`config.mk`:
```
export PLATFORM = sky130hd
export DESIGN_NAME = opack_stream_decoder_flat
export DESIGN_NICKNAME = d
export VERILOG_FILES = /design/src/hw/rtl/opsd_pkg.sv /design/src/hw/rtl/opsd_req_if.sv /design/src/hw/rtl/opsd_front.sv /design/src/hw/rtl/opsd_back.sv /design/src/hw/rtl/opack_stream_decoder.sv /design/src/flat_wrapper.sv
export SDC_FILE = /design/constraint.sdc
export NUM_CORES = 1
export LEC_CHECK = 0
export BUFFER_PORTS_ARGS = -buffer_cell sky130_fd_sc_hd__buf_4
export CAP_MARGIN = 25
export CORE_AREA = 2 2 249 251
export DETAILED_ROUTE_END_ITERATION = 7
export DIE_AREA = 0 0 251 253
export SLEW_MARGIN = 20
export SYNTH_ARGS = -nofsm -noshare
export SYNTH_HDL_FRONTEND = slang
export SYNTH_SLANG_ARGS = --single-unit
```
`constraint.sdc`:
```
create_clock -name clock -period 20.3 [get_ports clock]
set_input_delay 1.015 -clock clock [delete_from_list [all_inputs] [get_ports clock]]
set_output_delay 1.015 -clock clock [all_outputs]
set_load 0.02 [all_outputs]
```
`src/hw/rtl/opsd_pkg.sv`:
```
// Shared types and constants for the opack stream decoder.
package opsd_pkg;

   typedef struct packed {
      logic [3:0] cnt;
      logic       val;
      logic       term;
      logic       dict;
   } entry_type;

   localparam logic [3:0] CLS_TERM      = 4'd0;
   localparam logic [3:0] CLS_INVALID   = 4'd1;
   localparam logic [3:0] CLS_BOOL      = 4'd2;
   localparam logic [3:0] CLS_FIELD     = 4'd3;
   localparam logic [3:0] CLS_SMALLINT  = 4'd4;
   localparam logic [3:0] CLS_SHORTLEN  = 4'd5;
   localparam logic [3:0] CLS_LONGLEN   = 4'd6;
   localparam logic [3:0] CLS_CONTAINER = 4'd7;

   typedef struct packed {
      logic [7:0] byte_in;
      logic       last_byte;
      logic [3:0] hclass;
      logic       is_str;
   } item_type;

   typedef struct packed {
      logic [3:0]  kind;
      logic [63:0] value;
      logic [4:0]  nest_depth;
      logic        is_key;
      logic [4:0]  closes;
      logic [2:0]  err_code;
      logic        msg_end;
   } result_type;

   localparam logic [3:0] KIND_NONE   = 4'd0;
   localparam logic [3:0] KIND_BOOL   = 4'd1;
   localparam logic [3:0] KIND_UINT   = 4'd2;
   localparam logic [3:0] KIND_REAL32 = 4'd3;
   localparam logic [3:0] KIND_REAL64 = 4'd4;
   localparam logic [3:0] KIND_DATE   = 4'd5;
   localparam logic [3:0] KIND_STR    = 4'd6;
   localparam logic [3:0] KIND_DATA   = 4'd7;
   localparam logic [3:0] KIND_PAYLD  = 4'd8;
   localparam logic [3:0] KIND_DICT   = 4'd9;
   localparam logic [3:0] KIND_ARRAY  = 4'd10;
   localparam logic [3:0] KIND_CLOSE  = 4'd11;
   localparam logic [3:0] KIND_ERROR  = 4'd12;

   localparam logic [2:0] ERR_NONE      = 3'd0;
   localparam logic [2:0] ERR_INVALID   = 3'd1;
   localparam logic [2:0] ERR_KEY       = 3'd2;
   localparam logic [2:0] ERR_TERM      = 3'd3;
   localparam logic [2:0] ERR_TRUNC     = 3'd4;
   localparam logic [2:0] ERR_DEEP      = 3'd5;

   localparam logic [7:0] T_TRUE  = 8'h01;
   localparam logic [7:0] T_FALSE = 8'h02;
   localparam logic [7:0] T_TERM  = 8'h03;
   localparam logic [7:0] T_DATE  = 8'h06;
   localparam logic [7:0] T_INT0  = 8'h08;
   localparam logic [7:0] T_U8    = 8'h30;
   localparam logic [7:0] T_U32   = 8'h32;
   localparam logic [7:0] T_U64   = 8'h33;
   localparam logic [7:0] T_F32   = 8'h35;
   localparam logic [7:0] T_F64   = 8'h36;
   localparam logic [7:0] T_STR0  = 8'h40;
   localparam logic [7:0] T_STRL  = 8'h61;
   localparam logic [7:0] T_STRX  = 8'h64;
   localparam logic [7:0] T_DATA0 = 8'h70;
   localparam logic [7:0] T_DATAL = 8'h91;
   localparam logic [7:0] T_DATAX = 8'h94;
   localparam logic [7:0] T_ARR0  = 8'hD0;
   localparam logic [7:0] T_DICT0 = 8'hE0;
   localparam logic [7:0] T_DICTX = 8'hEF;

   function automatic logic [3:0] classify(input logic [7:0] t);
      logic [3:0] c;
      c = CLS_INVALID;
      if (t == T_TERM) c = CLS_TERM;
      else if (t == T_TRUE || t == T_FALSE) c = CLS_BOOL;
      else if (t == T_DATE || t == T_U8 || t == T_U32 || t == T_U64 ||
               t == T_F32 || t == T_F64) c = CLS_FIELD;
      else if (t >= T_INT0 && t < T_U8) c = CLS_SMALLINT;
      else if ((t >= T_STR0 && t < T_STRL) || (t >= T_DATA0 && t < T_DATAL))
         c = CLS_SHORTLEN;
      else if ((t >= T_STRL && t <= T_STRX) || (t >= T_DATAL && t <= T_DATAX))
         c = CLS_LONGLEN;
      else if (t >= T_ARR0 && t <= T_DICTX) c = CLS_CONTAINER;
      return c;
   endfunction

endpackage

```
`src/hw/rtl/opsd_req_if.sv`:
```
// Channel interfaces for message bytes and token events.
interface opsd_req_if;
   logic       valid;
   logic       ready;
   logic [7:0] byte_in;
   logic       last_byte;
   modport source (output valid, output byte_in, output last_byte, input ready);
   modport sink (input valid, input byte_in, input last_byte, output ready);
endinterface

interface opsd_rsp_if;
   logic        valid;
   logic        ready;
   logic [3:0]  kind;
   logic [63:0] value;
   logic [4:0]  nest_depth;
   logic        is_key;
   logic [4:0]  closes;
   logic [2:0]  err_code;
   logic        msg_end;
   modport source (output valid, output kind, output value, output nest_depth,
                   output is_key, output closes, output err_code, output msg_end,
                   input ready);
   modport sink (input valid, input kind, input value, input nest_depth,
                 input is_key, input closes, input err_code, input msg_end,
                 output ready);
endinterface

```
`src/hw/rtl/opsd_front.sv`:
```
// Front end: accepts bytes, classifies header codes, two-entry queue.
module opsd_front
   import opsd_pkg::*;
(
   input  logic           clock,
   input  logic           reset,
   input  logic           in_valid,
   output logic           in_ready,
   input  logic [7:0]     in_byte,
   input  logic           in_last,
   output logic           q_valid,
   output item_type       q_item,
   input  logic           q_take
);

   item_type    slot_ff [2];
   logic        wr_ptr_ff, wr_ptr_in;
   logic        rd_ptr_ff, rd_ptr_in;
   logic [1:0]  count_ff, count_in;
   logic        push;
   item_type    new_item;

   assign in_ready = (count_ff != 2'd2);
   assign push     = in_valid && in_ready;
   assign q_valid  = (count_ff != 2'd0);
   assign q_item   = slot_ff[rd_ptr_ff];

   always_comb begin
      new_item.byte_in   = in_byte;
      new_item.last_byte = in_last;
      new_item.hclass    = classify(in_byte);
      new_item.is_str    = (in_byte >= T_STR0) && (in_byte <= T_STRX);
      wr_ptr_in = wr_ptr_ff ^ push;
      rd_ptr_in = rd_ptr_ff ^ q_take;
      count_in  = count_ff + {1'b0, push} - {1'b0, q_take};
   end

   always_ff @(posedge clock) begin
      if (reset) begin
         wr_ptr_ff <= 1'b0;
         rd_ptr_ff <= 1'b0;
         count_ff  <= 2'd0;
      end else begin
         wr_ptr_ff <= wr_ptr_in;
         rd_ptr_ff <= rd_ptr_in;
         count_ff  <= count_in;
      end
   end

   always_ff @(posedge clock) begin
      if (push) begin
         slot_ff[wr_ptr_ff] <= new_item;
      end
   end

endmodule

```
`src/hw/rtl/opsd_back.sv`:
```
// Back end: decode state, nesting stack, close cascade and result register.
module opsd_back
   import opsd_pkg::*;
#(
   parameter int STACK_DEPTH = 16
)
(
   input  logic           clock,
   input  logic           reset,
   input  logic           q_valid,
   input  item_type       q_item,
   output logic           q_take,
   output logic           out_valid,
   input  logic           out_ready,
   output result_type     out_data
);

   localparam int LW = $clog2(STACK_DEPTH + 1);
   localparam int AW = (STACK_DEPTH > 1) ? $clog2(STACK_DEPTH) : 1;

   localparam logic [1:0] ST_IDLE = 2'd0;
   localparam logic [1:0] ST_STEP = 2'd1;
   localparam logic [1:0] ST_FILL = 2'd2;

   localparam logic [1:0] PH_HEADER  = 2'd0;
   localparam logic [1:0] PH_FIELD   = 2'd1;
   localparam logic [1:0] PH_LENGTH  = 2'd2;
   localparam logic [1:0] PH_PAYLOAD = 2'd3;

   entry_type   mem [STACK_DEPTH];
   entry_type   rd_ff;
   logic        we;
   logic [AW-1:0] wa;
   logic [AW-1:0] ra;
   entry_type   wd;

   logic [1:0]  state_ff, state_in;
   logic [1:0]  phase_ff, phase_in;
   logic [LW-1:0] level_ff, level_in;
   logic        discard_ff, discard_in;
   entry_type   top_ff, top_in;
   logic [3:0]  fleft_ff, fleft_in;
   logic [2:0]  fidx_ff, fidx_in;
   logic [3:0]  fkind_ff, fkind_in;
   logic [63:0] acc_ff, acc_in;
   logic [63:0] pleft_ff, pleft_in;

   logic [3:0]  p_kind_ff, p_kind_in;
   logic [63:0] p_value_ff, p_value_in;
   logic [4:0]  p_depth_ff, p_depth_in;
   logic [4:0]  p_lvl0_ff, p_lvl0_in;
   logic        p_key_ff, p_key_in;
   logic [4:0]  p_closes_ff, p_closes_in;
   logic        p_last_ff, p_last_in;

   logic        out_valid_ff, out_valid_in;
   result_type  out_ff, out_in;

   logic        can_emit, key_pos;
   logic [7:0]  t;
   logic [63:0] acc_new;
   logic [LW-1:0] lvl_dec;
   entry_type   e;
   logic [3:0]  cnt_dec;

   logic        fin, f_ended, f_last, f_key, err4;
   logic [3:0]  f_kind;
   logic [63:0] f_value;
   logic [4:0]  f_depth, f_lvl0, f_closes;
   logic [2:0]  f_err;
   logic        stp, pop, dn;

   assign out_valid = out_valid_ff;
   assign out_data  = out_ff;
   assign can_emit  = !out_valid_ff || out_ready;
   assign t         = q_item.byte_in;
   assign key_pos   = (level_ff != '0) && top_ff.dict && !top_ff.val;
   assign acc_new   = acc_ff | ({56'b0, t} << {fidx_ff, 3'b000});
   assign lvl_dec   = level_ff - LW'(1);
   assign ra        = AW'(level_ff - LW'(2));

   always_comb begin
      state_in    = state_ff;
      phase_in    = phase_ff;
      level_in    = level_ff;
      discard_in  = discard_ff;
      top_in      = top_ff;
      fleft_in    = fleft_ff;
      fidx_in     = fidx_ff;
      fkind_in    = fkind_ff;
      acc_in      = acc_ff;
      pleft_in    = pleft_ff;
      p_kind_in   = p_kind_ff;
      p_value_in  = p_value_ff;
      p_depth_in  = p_depth_ff;
      p_lvl0_in   = p_lvl0_ff;
      p_key_in    = p_key_ff;
      p_closes_in = p_closes_ff;
      p_last_in   = p_last_ff;
      out_in      = out_ff;
      out_valid_in = out_valid_ff && !out_ready;
      q_take  = 1'b0;
      we      = 1'b0;
      wa      = AW'(lvl_dec);
      wd      = top_ff;
      fin     = 1'b0;
      f_kind  = KIND_NONE;
      f_value = '0;
      f_depth = 5'(level_ff);
      f_lvl0  = 5'(level_ff);
      f_key   = key_pos;
      f_closes = '0;
      f_err   = ERR_NONE;
      f_ended = 1'b0;
      f_last  = q_item.last_byte;
      stp     = 1'b0;
      pop     = 1'b0;
      dn      = 1'b0;
      e       = top_ff;
      cnt_dec = top_ff.cnt - 4'd1;
      err4    = 1'b0;

      case (state_ff)
         ST_IDLE: begin
            if (q_valid && can_emit) begin
               q_take = 1'b1;
               if (discard_ff) begin
                  out_in       = '0;
                  out_valid_in = 1'b1;
                  if (q_item.last_byte) begin
                     phase_in   = PH_HEADER;
                     level_in   = '0;
                     discard_in = 1'b0;
                     fleft_in   = '0;
                     acc_in     = '0;
                     pleft_in   = '0;
                  end
               end else begin
                  case (phase_ff)
                     PH_HEADER: begin
                        if (q_item.hclass == CLS_TERM) begin
                           if (level_ff == '0) begin
                              f_key = 1'b0;
                           end else if ((top_ff.dict && top_ff.val) ||
                                        (!top_ff.dict && !top_ff.term)) begin
                              f_err = ERR_TERM;
                           end else begin
                              f_kind   = KIND_CLOSE;
                              f_depth  = 5'(lvl_dec);
                              f_key    = 1'b0;
                              f_closes = 5'd1;
                              level_in = lvl_dec;
                              pop      = 1'b1;
                              if (lvl_dec == '0) f_ended = 1'b1;
                           end
                        end else if (q_item.hclass == CLS_INVALID) begin
                           f_err = ERR_INVALID;
                        end else if (key_pos && !q_item.is_str) begin
                           f_err = ERR_KEY;
                        end else begin
                           case (q_item.hclass)
                              CLS_BOOL: begin
                                 f_kind  = KIND_BOOL;
                                 f_value = {63'b0, t == T_TRUE};
                                 dn      = 1'b1;
                              end
                              CLS_FIELD: begin
                                 phase_in = PH_FIELD;
                                 fidx_in  = '0;
                                 acc_in   = '0;
                                 fleft_in = (t == T_U8) ? 4'd1 :
                                            (t == T_U32 || t == T_F32) ? 4'd4 : 4'd8;
                                 fkind_in = (t == T_DATE) ? KIND_DATE :
                                            (t == T_F32) ? KIND_REAL32 :
                                            (t == T_F64) ? KIND_REAL64 : KIND_UINT;
                              end
                              CLS_SMALLINT: begin
                                 f_kind  = KIND_UINT;
                                 f_value = {56'b0, t - T_INT0};
                                 dn      = 1'b1;
                              end
                              CLS_SHORTLEN: begin
                                 f_kind  = (t < T_DATA0) ? KIND_STR : KIND_DATA;
                                 f_value = {56'b0, t - ((t < T_DATA0) ? T_STR0 : T_DATA0)};
                                 if (f_value == '0) begin
                                    dn = 1'b1;
                                 end else begin
                                    pleft_in = f_value;
                                    phase_in = PH_PAYLOAD;
                                 end
                              end
                              CLS_LONGLEN: begin
                                 phase_in = PH_LENGTH;
                                 fidx_in  = '0;
                                 acc_in   = '0;
                                 fleft_in = 4'd1 << (t[1:0] - 2'd1);
                                 fkind_in = (t < T_DATA0) ? KIND_STR : KIND_DATA;
                              end
                              default: begin
                                 if (t[3:0] == 4'd0) begin
                                    f_kind   = t[5] ? KIND_DICT : KIND_ARRAY;
                                    f_closes = 5'd1;
                                    if (level_ff == '0) f_ended = 1'b1;
                                    else stp = 1'b1;
                                 end else if (level_ff >= LW'(STACK_DEPTH)) begin
                                    f_err = ERR_DEEP;
                                 end else begin
                                    f_kind      = t[5] ? KIND_DICT : KIND_ARRAY;
                                    f_value     = {60'b0, t[3:0]};
                                    top_in.dict = t[5];
                                    top_in.term = (t[3:0] == 4'hF);
                                    top_in.val  = 1'b0;
                                    top_in.cnt  = (t[3:0] == 4'hF) ? 4'd0 : t[3:0];
                                    level_in    = level_ff + LW'(1);
                                    we          = (level_ff != '0);
                                 end
                              end
                           endcase
                        end
                     end
                     PH_FIELD, PH_LENGTH: begin
                        acc_in   = acc_new;
                        fidx_in  = fidx_ff + 3'd1;
                        fleft_in = fleft_ff - 4'd1;
                        if (fleft_ff == 4'd1) begin
                           f_value = acc_new;
                           f_kind  = fkind_ff;
                           if (phase_ff == PH_FIELD || acc_new == '0) begin
                              phase_in = PH_HEADER;
                              dn       = 1'b1;
                           end else begin
                              pleft_in = acc_new;
                              phase_in = PH_PAYLOAD;
                           end
                        end
                     end
                     default: begin
                        f_kind   = KIND_PAYLD;
                        f_value  = {56'b0, t};
                        pleft_in = pleft_ff - 64'd1;
                        if (pleft_ff == 64'd1) begin
                           phase_in = PH_HEADER;
                           dn       = 1'b1;
                        end
                     end
                  endcase
                  if (dn && level_ff != '0) stp = 1'b1;
                  if (stp || (pop && !f_ended)) begin
                     state_in    = stp ? ST_STEP : ST_FILL;
                     p_kind_in   = f_kind;
                     p_value_in  = f_value;
                     p_depth_in  = f_depth;
                     p_lvl0_in   = f_lvl0;
                     p_key_in    = f_key;
                     p_closes_in = f_closes;
                     p_last_in   = q_item.last_byte;
                  end else begin
                     fin = 1'b1;
                  end
               end
            end
         end
         ST_FILL: begin
            top_in   = rd_ff;
            state_in = ST_STEP;
         end
         default: begin
            if (can_emit) begin
               f_kind   = p_kind_ff;
               f_value  = p_value_ff;
               f_depth  = p_depth_ff;
               f_lvl0   = p_lvl0_ff;
               f_key    = p_key_ff;
               f_closes = p_closes_ff;
               f_last   = p_last_ff;
               state_in = ST_IDLE;
               fin      = 1'b1;
               if (top_ff.dict && !top_ff.val) begin
                  top_in.val = 1'b1;
               end else begin
                  e.val = 1'b0;
                  if (e.term) begin
                     top_in = e;
                  end else if (cnt_dec != 4'd0) begin
                     top_in     = e;
                     top_in.cnt = cnt_dec;
                  end else begin
                     level_in    = lvl_dec;
                     f_closes    = p_closes_ff + 5'd1;
                     p_closes_in = f_closes;
                     if (lvl_dec == '0) begin
                        f_ended = 1'b1;
                     end else begin
                        fin      = 1'b0;
                        state_in = ST_FILL;
                     end
                  end
               end
            end
         end
      endcase

      if (fin) begin
         err4 = (f_err == ERR_NONE) && !f_ended && f_last &&
                (phase_in != PH_HEADER || level_in != '0);
         if (err4) f_err = ERR_TRUNC;
         out_in.kind       = f_kind;
         out_in.value      = f_value;
         out_in.nest_depth = f_depth;
         out_in.is_key     = f_key;
         out_in.closes     = f_closes;
         out_in.err_code   = f_err;
         out_in.msg_end    = f_ended || (f_err != ERR_NONE) || f_last;
         if (f_err != ERR_NONE) begin
            out_in.kind       = KIND_ERROR;
            out_in.value      = '0;
            out_in.nest_depth = f_lvl0;
            out_in.is_key     = 1'b0;
            out_in.closes     = '0;
            discard_in        = 1'b1;
         end else if (f_kind == KIND_NONE) begin
            out_in.nest_depth = '0;
            out_in.is_key     = 1'b0;
         end
         if (f_ended) discard_in = 1'b1;
         out_valid_in = 1'b1;
         if (f_last) begin
            phase_in   = PH_HEADER;
            level_in   = '0;
            discard_in = 1'b0;
            fleft_in   = '0;
            acc_in     = '0;
            pleft_in   = '0;
         end
      end
   end

   always_ff @(posedge clock) begin
      if (reset) begin
         state_ff     <= ST_IDLE;
         phase_ff     <= PH_HEADER;
         level_ff     <= '0;
         discard_ff   <= 1'b0;
         out_valid_ff <= 1'b0;
      end else begin
         state_ff     <= state_in;
         phase_ff     <= phase_in;
         level_ff     <= level_in;
         discard_ff   <= discard_in;
         out_valid_ff <= out_valid_in;
      end
   end

   always_ff @(posedge clock) begin
      top_ff      <= top_in;
      fleft_ff    <= fleft_in;
      fidx_ff     <= fidx_in;
      fkind_ff    <= fkind_in;
      acc_ff      <= acc_in;
      pleft_ff    <= pleft_in;
      p_kind_ff   <= p_kind_in;
      p_value_ff  <= p_value_in;
      p_depth_ff  <= p_depth_in;
      p_lvl0_ff   <= p_lvl0_in;
      p_key_ff    <= p_key_in;
      p_closes_ff <= p_closes_in;
      p_last_ff   <= p_last_in;
      out_ff      <= out_in;
   end

   always_ff @(posedge clock) begin
      if (we) begin
         mem[wa] <= wd;
      end
      rd_ff <= mem[ra];
   end

endmodule

```
`src/hw/rtl/opack_stream_decoder.sv`:
```
// Top level of the opack stream decoder: front queue plus decode back end.
//
// Takes one message byte per transaction and returns one token event per byte. A byte is normally
// decoded in the idle state alone. A byte that completes an element inside a container also
// passes through ST_STEP to update that container's stack entry. Each container that then closes
// reloads the next stack entry from the nesting memory (STACK_DEPTH entries) in ST_FILL and
// updates it in ST_STEP, except the close that ends the top-level container, which needs neither
// step. A terminator that closes a nested container likewise passes through a reload and an
// update step. The back end stalls while a finished event waits on rsp_bus; a two-entry queue
// in front keeps taking bytes, until it is full, during stalls and the extra steps.
module opack_stream_decoder
   import opsd_pkg::*;
#(
   parameter int STACK_DEPTH = 16
)
(
   input  logic        clock,
   input  logic        reset,
   opsd_req_if.sink    req_bus,
   opsd_rsp_if.source  rsp_bus
);

   logic       q_valid;
   logic       q_take;
   item_type   q_item;
   result_type res;

   opsd_front u_front (
      .clock    (clock),
      .reset    (reset),
      .in_valid (req_bus.valid),
      .in_ready (req_bus.ready),
      .in_byte  (req_bus.byte_in),
      .in_last  (req_bus.last_byte),
      .q_valid  (q_valid),
      .q_item   (q_item),
      .q_take   (q_take)
   );

   opsd_back #(.STACK_DEPTH(STACK_DEPTH)) u_back (
      .clock     (clock),
      .reset     (reset),
      .q_valid   (q_valid),
      .q_item    (q_item),
      .q_take    (q_take),
      .out_valid (rsp_bus.valid),
      .out_ready (rsp_bus.ready),
      .out_data  (res)
   );

   assign rsp_bus.kind       = res.kind;
   assign rsp_bus.value      = res.value;
   assign rsp_bus.nest_depth = res.nest_depth;
   assign rsp_bus.is_key     = res.is_key;
   assign rsp_bus.closes     = res.closes;
   assign rsp_bus.err_code   = res.err_code;
   assign rsp_bus.msg_end    = res.msg_end;

endmodule

```
`src/flat_wrapper.sv`:
```
// flat-port wrapper written by rule: the top's interface ports become plain ports
module opack_stream_decoder_flat import opsd_pkg::*;
#(
   parameter int STACK_DEPTH = 16
)
  (clock, reset, req_bus_valid, req_bus_byte_in, req_bus_last_byte, req_bus_ready, rsp_bus_valid, rsp_bus_kind, rsp_bus_value, rsp_bus_nest_depth, rsp_bus_is_key, rsp_bus_closes, rsp_bus_err_code, rsp_bus_msg_end, rsp_bus_ready);
  opsd_req_if req_bus_i ();
  opsd_rsp_if rsp_bus_i ();
  input  logic clock;
  input  logic reset;
  input wire logic [$bits(req_bus_i.valid)-1:0] req_bus_valid;
  input wire logic [$bits(req_bus_i.byte_in)-1:0] req_bus_byte_in;
  input wire logic [$bits(req_bus_i.last_byte)-1:0] req_bus_last_byte;
  output wire logic [$bits(req_bus_i.ready)-1:0] req_bus_ready;
  output wire logic [$bits(rsp_bus_i.valid)-1:0] rsp_bus_valid;
  output wire logic [$bits(rsp_bus_i.kind)-1:0] rsp_bus_kind;
  output wire logic [$bits(rsp_bus_i.value)-1:0] rsp_bus_value;
  output wire logic [$bits(rsp_bus_i.nest_depth)-1:0] rsp_bus_nest_depth;
  output wire logic [$bits(rsp_bus_i.is_key)-1:0] rsp_bus_is_key;
  output wire logic [$bits(rsp_bus_i.closes)-1:0] rsp_bus_closes;
  output wire logic [$bits(rsp_bus_i.err_code)-1:0] rsp_bus_err_code;
  output wire logic [$bits(rsp_bus_i.msg_end)-1:0] rsp_bus_msg_end;
  input wire logic [$bits(rsp_bus_i.ready)-1:0] rsp_bus_ready;
  assign req_bus_i.valid = req_bus_valid;
  assign req_bus_i.byte_in = req_bus_byte_in;
  assign req_bus_i.last_byte = req_bus_last_byte;
  assign req_bus_ready = req_bus_i.ready;
  assign rsp_bus_valid = rsp_bus_i.valid;
  assign rsp_bus_kind = rsp_bus_i.kind;
  assign rsp_bus_value = rsp_bus_i.value;
  assign rsp_bus_nest_depth = rsp_bus_i.nest_depth;
  assign rsp_bus_is_key = rsp_bus_i.is_key;
  assign rsp_bus_closes = rsp_bus_i.closes;
  assign rsp_bus_err_code = rsp_bus_i.err_code;
  assign rsp_bus_msg_end = rsp_bus_i.msg_end;
  assign rsp_bus_i.ready = rsp_bus_ready;
  opack_stream_decoder #(.STACK_DEPTH(STACK_DEPTH)) u_core (.clock(clock), .reset(reset), .req_bus(req_bus_i), .rsp_bus(rsp_bus_i));
endmodule
```
# After elaboration in Yosys (flattened, before gate mapping)
# Memory sizes are Yosys's and may differ from the RTL's. A register that Yosys moved wholly into a read port is not among the register bits.
# Index checks and enable logic that the tools add are counted.
[op_classes]
bitwise_logic = 8
shifts = 2
magnitude_cmp = 14
n_mul = 0
mux = 291
addsub = 13
n_reduce_logical = 86
eq_ne = 44
div_mod_pow = 0
[op_table]
columns = ["cell", "n"]
rows = [
  ["2-to-1 mux 64 bit", 27],
  ["one-hot mux 64 bit (2 select lines)", 4],
  ["2-to-1 mux 83 bit", 4],
  ["2-to-1 mux 5 bit", 38],
  ["2-to-1 mux 4 bit", 26],
  ["2-to-1 mux 1 bit", 100],
  ["2-to-1 mux 7 bit", 12],
  ["2-to-1 mux 3 bit", 26],
  ["== test 8 x 6 -> 1 bit (second input constant)", 9],
  ["2-to-1 mux 68 bit", 1],
  ["== test 64 x 1 -> 1 bit (second input constant)", 1],
  ["zero test 64 bit", 1],
  ["OR 64 bit", 1],
  ["<< shifter 8 x 6 -> 64 bit", 1],
  ["subtractor 64 x 1 -> 64 bit (second input constant)", 1],
  ["2-to-1 mux 2 bit", 26],
  ["one-hot mux 4 bit (2 select lines)", 5],
  ["one-hot mux 5 bit (2 select lines)", 4],
  ["one-hot mux 8 bit (4 select lines)", 1],
  ["inequality test 2 bit (second input constant)", 14],
  ["greater-or-equal comparator 8 x 7 -> 1 bit (second input constant)", 3],
  ["2-to-1 mux 8 bit", 3],
  ["AND reduction 11 bit", 2],
  ["logical AND 1 bit", 21],
  ["other kinds (58)", 127],
]
[totals]
register_bits = 329
rom_bits = 0
elab_cells = 491
memories = 2
latchBits = 0
ram_bits = 138
[mem_list]
columns = ["name", "depth", "word_bits", "read_ports", "rd_ports_with_merged_regs", "wr", "line_no", "text"]
rows = [
  ["u_core.u_back.mem", 16, 7, 1, 1, 1, "opsd_back.sv:30", "entry_type mem [STACK_DEPTH];"],
  ["u_core.u_front.slot_ff", 2, 13, 1, 1, 1, "opsd_front.sv:16", "item_type slot_ff [2];"],
]

# Longest topological paths before layout
[depth]
ltp_word = 29
depth_mapped = 21
ltp_nobuf = 15

# Hierarchy
# From an unflattened synthesis, not the netlist that was laid out.
[hier_totals]
cells_unflattened = 2447
area_unflattened_um2 = 24584.8
[modules_own_cells]
columns = ["module", "n_inst", "cells_each", "area_each_um2", "seq_area_each_um2"]
rows = [
  ["opsd_back", 1, 2341, 23157.2, 11801.3],
  ["opsd_front", 1, 106, 1427.6, 860.8],
]

# Least setup slack after synthesis
# Ideal clock, no wire load.
[synth_timing]
path_kind = "reg2reg"
start = "register u_core.u_front.rd_ptr_ff (netlist name)"
end = "register u_core.u_back.p_depth_ff[0] (enable)"
arrival_time_ns = 7.347
slack_ns = 12.409
stages_incl_launch_ff = 19
path_buffers = 5
required_time_ns = 19.756
setup_ns = 0.544
path_cell_list = "dfxtp_1 -> buf_2 -> buf_2 -> buf_2 -> buf_2 -> buf_2 -> nand3b_1 -> nand2_1 -> a21oi_1 -> inv_1 -> ha_1 -> fa_1 -> xor2_1 -> nand4_1 -> o21ai_0 -> a32oi_1 -> a21oi_1 -> nor2_1 -> a21oi_1"
[synth_rtl]
columns = ["item", "line_no", "text"]
rows = [
  ["end signal: assignment", "opsd_back.sv:363", "p_depth_ff <= p_depth_in;"],
  ["end: declaration", "opsd_back.sv:50", "logic [4:0] p_depth_ff, p_depth_in;"],
]

==> flow_summary.yaml <==
status:
  status: "complete, no violations"
layout:
  syn_to_final_growth_pct: 13.8
  drive_gt1_share_pct: 13.1
  nets: 2494
  fill_cells: 5701
  n_antenna_cell: 0
clock_tree:
  clock-root-buffer: "clkbuf_16"
  cts_buffer_depth: 3
  cts_tree: "done"
  cts_setup_buffers: 0
  worst_setup_hold_path_clk_slew_ns: 0.06
  clock_latency_ns: 0.62
  cts_buffers: 52
  hold_buffers: 0
  h-tree-depth: 2
  postCtsResizedCells: 0
  cts.sinks: 473
pwr:
  pwr-share-clk_pct: 23.3
  power_leakage_nw: 9.51
  switching_power_w: 0.00185
  p_int_w: 0.00239
  p_sw_share_pct: 43.6
  comb_power_share_pct: 45.4
  p_seq_share_pct: 31.2
  irDropWorstVdd_mv: 0.0915
  cellPowerDensity_mw_per_mm2: 155
die:
  die_w_um: 251
  die_area_sq_mm: 0.0635
  fp.dieH_um: 253
  core_sq_mm: 0.0610
  start_util_pct: 39.4
  rows: 91
  boundaryPins: 98
sta:
  min_period_ns: 6.66
  slew_violations: 0
  fin_setup_tns_ns: 0
  fin_crit_sh_pct: 32.8
  skew_ns: 0.0324
  setup_viol: 0
  fmax_mhz: 150
  slew_headroom_pct: 31.3
  hold_violations: 0
  setup_slack_ns: 13.64
  max_slew.worst_pin.slew_ns: 1.02
  rsz0062_at_grt: "false"
global_routing:
  grt_max_degree: 84
  grt_pass1_wl_mm: 118
  first_global_vias: 18700
  antenna_found_initial: 0
  grt_usage_pct: 24.2
  overflow: 0
logic_synthesis:
  synth_enable_flop_cells: 319
  synth.net_count: 2472
  ys_seq_elements: 473
  synth_area_per_cell_sq_um: 9.90
  ys_types: 87
  syn_inst: 2431
  synth_warnings: 0
  synth_ff_type: "edfxtp_1"
  syn_area_sq_mm: 0.0241
  async_flop_share_pct: 0
  seq_area_frac_synth_pct: 52.6
route:
  vias: 20000
  drtPass1Iterations: 8
  viasPerCell: 6.08
  ant_nets: 0
  route.detailed.drc: 0
  first_iter_violations: 2347
  wire_per_inst_um: 23.9
  drt-total-wl_mm: 78.5
setup_path:
  path_buf_inv: 3
  cp.required_ns: 20.78
  end_kind: "flip-flop"
  crit_chain: "mux2i_1 -> inv_1 -> ha_1 -> nor2b_1 -> o21ai_0 -> xnor2_1 -> o21ai_0 -> a32oi_1 -> a21oi_1 -> o32a_1 -> nor2_4 -> buf_4 -> buf_4 -> nor2_1"
  critPathSlowestCell: "dfxtp_2"
  r2r_cells: 14
  worst-setup-path-type: "flip-flop to flip-flop"
  cpLargestDelayFamily: "buffers and inverters"
  path_depth: 14
  max_stage_delay_ns: 0.94
  arrival_ns: 7.13
  cp_max_fo: 80
  critPathLaunchType: "flip-flop"
min_path:
  hp-class: "flip-flop to flip-flop"
  hold_depth: 2
placed_design:
  dpl.hpwl_mm: 53.2
  portBuffers: 97
  pre_cts_ws_ns: 13.86
  gp_congestion: 0.931
flow_run:
  maxCapViolations: 0
[layer usage]
layer	part of all wire, %	vias to the layer above	track usage (%)
met5	0	-	0
met4	3.3	0	8.35
met3	7.7	147	3.83
met2	46	934	38.1
met1	43	9771	33.8
li1	-	9137	-
[state kept, by name (all words and copies together), names as in the netlist, 7 cells and up, named ones only]
name                      cells
u_core.u_back.acc_ff         64
u_core.u_back.rd_ff           7
u_core.u_back.mem           112
u_core.u_back.p_value_ff     64
u_core.u_front.slot_ff       26
u_core.u_back.pleft_ff       64
u_core.u_back.out_data       83
[cell type report]
cell class                 instances  area (sq um)  area share (%)
sequential                       473         12700            46.2
multi-input combinational       1745         10700            39.0
clock buffer                      75          1530            5.58
timing repair buffer             143          1070            3.92
tap                              790           988            3.61
clock inverter                    23           295            1.08
inverter                          38           143           0.521
[power groups by stage]
stage	Clock (W)	Combinational [W]	Sequential [W]
final	0.000990	0.00193	0.00132
after global routing	0.00104	0.00206	0.00134
after CTS	0.00101	0.00190	0.00133
after detailed placement	0	0.00189	0.00134
after global placement	0	0.00187	0.00134
after floorplan	0	0.00117	0.00140
[per-stage QoR]
step	total power, W	instances	instance area (sq um)	utilization (%)	hold slack, ns
6_report	0.00424	3287	27400	44.9	0.483
5_1_grt	0.00444	3287	27400	44.9	0.503
4_1_cts	0.00423	3287	27400	44.9	0.478
3_5_place_dp	0.00324	3189	25500	41.9	0.470
3_3_place_gp	0.00321	3189	25500	41.8	0.464
2_1_floorplan	0.00257	2431	24100	-	0.406
[worst reg2reg max path: stages, from the launching register on]
cell and delay [ns]:
dfxtp_2 0.94, mux2i_1 0.85, inv_1 0.70, ha_1 0.51, nor2b_1 0.12, o21ai_0 0.12, xnor2_1 0.39, o21ai_0 0.17
a32oi_1 0.26, a21oi_1 0.14, o32a_1 0.60, nor2_4 0.18, buf_4 0.72, buf_4 0.64, nor2_1 0.17
[layout by cell type (no fill, tap or decap), types with 11 or more instances in the layout]
cell type	count
a21o_1	41
o22ai_1	22
xnor2_1	32
a211oi_1	14
nor3b_1	11
mux2_2	14
and3_1	23
clkbuf_16	53
nor3_1	58
mux4_2	36
clkbuf_8	12
a22oi_1	108
dfxtp_1	152
nand4_1	14
buf_4	143
nand2b_1	27
edfxtp_1	319
or3_1	18
a32oi_1	18
nand3_1	38
inv_1	33
o21ai_0	113
a31oi_1	19
ha_1	26
nor2_1	396
xor2_1	16
mux2i_1	15
a21oi_1	240
and2_1	14
nor4_1	38
a221oi_1	12
o31ai_1	14
nand2_1	184
[synthesized netlist by cell type (all sizes together), types with 32 or more instances]
library cell / number / area [sq um]
o21ai: 117 / 586
mux4: 36 / 811
nor2: 399 / 1500
a22oi: 108 / 811
nor3: 64 / 330
a21o: 41 / 308
edfxtp: 319 / 9580
nand3: 38 / 190
inv: 33 / 124
dfxtp: 154 / 3080
nor4: 39 / 250
nand2: 188 / 706
clkbuf: 148 / 556
a21oi: 242 / 1210
xnor2: 32 / 280
[kinds of logic after synthesis]
kind of cell,share of synthesized area (%)
and+or+nand+nor,17.0
AOI/OAI and AO/OA,19.0
DFF,52.6
buffers and inverters,3.43
muxes,4.65
xor gates and xnor gates,1.78
adders and majority gates,1.53
[final timing paths]
path                                                  from                    endpoint  slack (ns)
worst max-delay path              u_core.u_front.rd_ptr_ff    u_core.u_back.acc_ff[11]       13.64
worst min-delay path            u_core.u_back.pleft_ff[61]  u_core.u_back.pleft_ff[61]        0.48
worst max register to register    u_core.u_front.rd_ptr_ff    u_core.u_back.acc_ff[11]       13.64
worst min register to register  u_core.u_back.pleft_ff[61]  u_core.u_back.pleft_ff[61]        0.48
Note: power is estimated with default switching activity, not from simulation.
